File: src/hw/rtl/assert_macros.svh
// Assertion macros shared by the sequencer's RTL files.
// Every macro samples on clk and is switched off while rst is high.
`ifndef ASSERT_MACROS_SVH
`define ASSERT_MACROS_SVH

// A property that must hold at every clock edge outside reset.
`define NFCS_ASSERT(label, prop, msg) \
  label: assert property (@(posedge clk) disable iff (rst) prop) else $error(msg);

// A condition that must never be seen outside reset.
`define NFCS_ASSERT_NEVER(label, cond, msg) \
  `NFCS_ASSERT(label, !(cond), msg)

`endif

File: src/hw/rtl/nfcs_pkg.sv
// Shared constants, codes and control structs of the NAND command sequencer.
// No dependencies; every other RTL file but assert_macros.svh imports this package.
package nfcs_pkg;

  // Store geometry and field widths.
  localparam int STORE_BYTES = 65536;
  localparam int AW          = $clog2(STORE_BYTES);
  localparam int MAX_BURST   = 32;
  localparam int CNT_W       = 6;
  localparam int REM_W       = CNT_W + 1;
  localparam int ADDR_W      = 32;
  localparam int OFF_W       = ADDR_W + 2;
  localparam int CFG_IDX_W   = 2;
  localparam int CFG_DATA_W  = 8;

  // Configuration register indexes.
  localparam logic [CFG_IDX_W-1:0] CFG_MANUF_ID          = 2'd0;
  localparam logic [CFG_IDX_W-1:0] CFG_DEVICE_ID         = 2'd1;
  localparam logic [CFG_IDX_W-1:0] CFG_EXPECT_READ_START = 2'd2;
  localparam logic [CFG_IDX_W-1:0] CFG_WIDE_BUS          = 2'd3;

  localparam logic [7:0] MANUF_ID_RESET  = 8'hEC;
  localparam logic [7:0] DEVICE_ID_RESET = 8'h76;
  localparam logic [7:0] ERASED_BYTE     = 8'hFF;

  // Bus event kinds.
  localparam logic [1:0] EV_COMMAND = 2'd0;
  localparam logic [1:0] EV_ADDRESS = 2'd1;
  localparam logic [1:0] EV_READ    = 2'd2;
  localparam logic [1:0] EV_WRITE   = 2'd3;

  // Command opcodes.
  localparam logic [7:0] OP_RESET       = 8'hFF;
  localparam logic [7:0] OP_READ        = 8'h00;
  localparam logic [7:0] OP_READ_START  = 8'h30;
  localparam logic [7:0] OP_READID      = 8'h90;
  localparam logic [7:0] OP_PROGRAM     = 8'h80;
  localparam logic [7:0] OP_PROGRAM_END = 8'h10;
  localparam logic [7:0] OP_ERASE       = 8'h60;

  // How an executed event finishes.
  localparam logic [1:0] KIND_SINGLE = 2'd0;
  localparam logic [1:0] KIND_WRITE  = 2'd1;
  localparam logic [1:0] KIND_BURST  = 2'd2;

  typedef struct packed {
    logic ready;
    logic clear;
    logic calc_base;
    logic calc_off;
    logic exec;
    logic mem_wr;
    logic emit_single;
    logic rd_issue;
    logic rd_emit;
  } nfcs_cmd_t;

  typedef struct packed {
    logic       clear_last;
    logic       out_free;
    logic       burst_last;
    logic [1:0] kind;
  } nfcs_sts_t;

endpackage

File: src/hw/rtl/nfcs_ctrl.sv
// Controller state machine of the NAND command sequencer.
// Depends on nfcs_pkg and assert_macros.svh; drives the datapath by command struct.
`include "assert_macros.svh"

module nfcs_ctrl (
  input  logic                 clk,
  input  logic                 rst,
  input  logic                 accept,
  input  nfcs_pkg::nfcs_sts_t  sts,
  output nfcs_pkg::nfcs_cmd_t  ctl
);
  import nfcs_pkg::*;

  localparam logic [3:0] S_CLEAR    = 4'd0;
  localparam logic [3:0] S_IDLE     = 4'd1;
  localparam logic [3:0] S_BASE     = 4'd2;
  localparam logic [3:0] S_OFFS     = 4'd3;
  localparam logic [3:0] S_EXEC     = 4'd4;
  localparam logic [3:0] S_WRITE    = 4'd5;
  localparam logic [3:0] S_EMIT     = 4'd6;
  localparam logic [3:0] S_RD_ISSUE = 4'd7;
  localparam logic [3:0] S_RD_DATA  = 4'd8;

  logic [3:0] state;
  logic [3:0] state_next;

  always_ff @(posedge clk) begin
    if (rst) begin
      state <= S_CLEAR;
    end else begin
      state <= state_next;
    end
  end

  always_comb begin
    state_next = state;
    ctl        = '0;
    unique case (state)
      S_CLEAR: begin
        ctl.clear = 1'b1;
        if (sts.clear_last) begin
          state_next = S_IDLE;
        end
      end
      S_IDLE: begin
        ctl.ready = 1'b1;
        if (accept) begin
          state_next = S_BASE;
        end
      end
      S_BASE: begin
        ctl.calc_base = 1'b1;
        state_next    = S_OFFS;
      end
      S_OFFS: begin
        ctl.calc_off = 1'b1;
        state_next   = S_EXEC;
      end
      S_EXEC: begin
        ctl.exec = 1'b1;
        unique case (sts.kind)
          KIND_WRITE: state_next = S_WRITE;
          KIND_BURST: state_next = S_RD_ISSUE;
          default:    state_next = S_EMIT;
        endcase
      end
      S_WRITE: begin
        ctl.mem_wr = 1'b1;
        state_next = S_EMIT;
      end
      S_EMIT: begin
        if (sts.out_free) begin
          ctl.emit_single = 1'b1;
          state_next      = S_IDLE;
        end
      end
      S_RD_ISSUE: begin
        ctl.rd_issue = 1'b1;
        state_next   = S_RD_DATA;
      end
      S_RD_DATA: begin
        if (sts.out_free) begin
          ctl.rd_emit = 1'b1;
          state_next  = sts.burst_last ? S_IDLE : S_RD_ISSUE;
        end
      end
      default: begin
        state_next = S_IDLE;
      end
    endcase
  end

  `NFCS_ASSERT(a_accept_starts_item, accept |=> state == S_BASE, "accepted word did not start")
  `NFCS_ASSERT(a_write_after_exec, state == S_WRITE |-> $past(state == S_EXEC), "bad write entry")
  `NFCS_ASSERT(a_state_legal, state <= S_RD_DATA, "illegal controller state")

endmodule

File: config.mk
export PLATFORM = sky130hd
export DESIGN_NAME = nfcs_ctrl
export DESIGN_NICKNAME = d
export VERILOG_FILES = /design/src/hw/rtl/nfcs_pkg.sv /design/src/hw/rtl/nfcs_ctrl.sv
export VERILOG_INCLUDE_DIRS = /design/src /design/src/hw/rtl
export SDC_FILE = /design/constraint.sdc
export NUM_CORES = 1
export LEC_CHECK = 0
export ABC_AREA = 1
export BUFFER_PORTS_ARGS = -buffer_cell sky130_fd_sc_hd__buf_2
export CORE_AREA = 5 5 42 44
export DETAILED_ROUTE_END_ITERATION = 12
export DIE_AREA = 0 0 47 49
export HOLD_SLACK_MARGIN = 0.15
export SETUP_SLACK_MARGIN = 0.5
export SYNTH_ARGS = -nofsm -noshare
export SYNTH_HDL_FRONTEND = slang
export SYNTH_SLANG_ARGS = --single-unit
File: constraint.sdc
create_clock -name clk -period 2.15 [get_ports clk]
set_clock_uncertainty 0.05 [all_clocks]
set_input_delay 0.43 -clock clk [delete_from_list [all_inputs] [get_ports clk]]
set_output_delay 0.43 -clock clk [all_outputs]
set_load 0.02 [all_outputs]
==> results.ini <==
[route]
drt_first_pass_iters = 1
drc = 0
via_per_inst = 4.39
ant_nets = 0
vias = 501
wirelength_um = 1000
wire_per_inst_um = 8.79
dr.first_iter.drc_count = 0

[timing]
setup_viol = 0
setup_tns_ps = 0
max_slew_margin_pct = 88.7
max_freq_ghz = 0.618
fin_crit_ps = 1620
rsz0062_at_grt = yes
tightestPinTransition_ps = 170
period_share_pct = 75.2
finalHoldViolations = 0
drv_slew = 0

[layout]
final_area_um2 = 614
reg.largest.list = state x4
final_cell_mix = nand2_1 (19), inv_1 (13), buf_4 (12)
area_delta_synth_final_pct = 57.9
drive_gt1_share_pct = 41.8
final_cells = 114
largest_reg_flops = 4
fillers = 161
largest-register = state
n_antenna_cell = 0
nets = 109
final_common_cell = nand2_1

[floorplan]
die_h_um = 49
num_rows = 14
core-area_um2 = 1400
start_util_pct = 27.8
die_w_um = 47
die_area_um2 = 2300
num_io_pins = 17

[status]
status = complete, no violations

[logic_synthesis]
synth.cell_area_um2 = 389
synth_nets = 83
ys_warn_count = 0
netlist_top_cells_area = dfxtp_1 (21%), nand2_1 (19%), inv_1 (14%)
synthCells = 74
ys_ff_latch = 4
syn-mean-instance-area_um2 = 5.26
yosys.area.top_type = dfxtp_1
synth_top_area_share_pct = 20.6
synth_seq_area_share_pct = 20.6
synth_cell_type_count = 13

[global_routing]
overflow = 0
grt_pass1_vias = 463
antenna_found_initial = 0
track_usage_pct = 9.57
grt_start_max_net_pins = 8
grt_pass1_wl_um = 1670

[power_and_ir_drop]
powerDensity_nw_per_um2 = 967
irDropWorstVdd_v = 0.000506
leakagePower_uw = 0.000372

[place]
gp_congestion = 0.838
dp.cells = 106
placed_area_um2 = 489
place_hpwl_um = 823
numPortBuffers = 16

[flow_run]
maxCapViolCount = 0

[clock_network]
root_buffer = clkbuf_4
clk-insertion-delay-late_ps = 230
cts_tree = built
cts.sinks = 4
cts_made_buffers = 3
htree_levels = 1
max-clock-path-buffers = 2
cts.clk_slew.worst_paths_ps = 30

[critical_path]
critical_path.most_common_cell = buf_4
path_class = reg2out
cp_num_buf_inv = 3
arrival_ps = 1140
crit_start = state[3]$_SDFFE_PP0P_
cp.required_ps = 1670
worstSetupEndpointType = output pin
cp_slowest_cell = dfxtp_4
crit_fanout = 5
cp-start-kind = flop
reg2reg_from = state[2]$_SDFFE_PP0P_
cp_top_family = flip-flops
path_cells = nor2_4 > buf_4 > nand2_1 > inv_1 > buf_4
slowest_delay_ps = 350

[worst_hold_path]
hold_class = in2reg
min_from = rst

cell usage after synthesis:
| master | number |
|---|---|
| inv_1 | 14 |
| nor3_1 | 2 |
| o21ai_0 | 1 |
| inv_2 | 4 |
| nand3b_1 | 2 |
| nor2_1 | 11 |
| dfxtp_1 | 4 |
| ha_1 | 1 |
| o211ai_1 | 1 |
| nand3_1 | 7 |
| nand2_1 | 20 |
| a21oi_1 | 3 |
| nor2_2 | 4 |
metal layers:
layer	track usage, %	share of wire [%]	vias to the layer above
met5	0	0	-
met4	5.53	0	0
met3	1.11	5.1	0
met2	16.7	54	9
met1	10.3	41	219
li1	-	-	273
area by class of cell:
| cell class | instances | area (µm²) | area share (%) |
|---|---|---|---|
| inverter | 18 | 67.6 | 11.0 |
| timing repair buffer | 21 | 135 | 22.0 |
| multi-input combinational | 52 | 277 | 45.0 |
| tap | 16 | 20.0 | 3.26 |
| sequential | 4 | 92.6 | 15.1 |
| clock buffer | 3 | 22.5 | 3.67 |
power by group:
part | internal [µW] | switching [µW]
clock network | 62.2 | 26.7
registers | 98.7 | 38.7
logic | 146 | 222
through the flow:
step                      util [%]  hold slack [ps]  setup slack (ps)  power [µW]
after global routing          43.8              332               462         661
after detailed placement      34.9              583               637         440
after CTS                     40.6              330               497         567
after global placement        34.9              578               636         441
final                         43.8              337               532         594
after floorplan                  -              449               576         360
worst paths after layout:
check	cells after the start	end	slack [ps]
setup / recovery	5	ctl[6]	530
hold / removal	2	state[3]$_SDFFE_PP0P_	340
setup reg to reg	10	state[0]$_SDFFE_PP0P_	810
hold reg to reg	3	state[3]$_SDFFE_PP0P_	560
cells by family after synthesis:
logic type | share of synthesized area, %
AO/OA/AOI/OAI | 7.07
adder cells (fa/ha/maj) | 3.21
buffers and inverters | 17.4
flip-flops | 20.6
AND/OR/NAND/NOR | 51.8
what timing repair did:
item | 4_1_cts | 5_1_grt
buffers inserted | 3 | 2
hold buffers | 0 | 0
pin swaps | 2 | 2
endpoints found under the setup margin | 8 | 6
resized for setup | 13 | 10
Note: power is estimated with default switching activity, not from simulation.
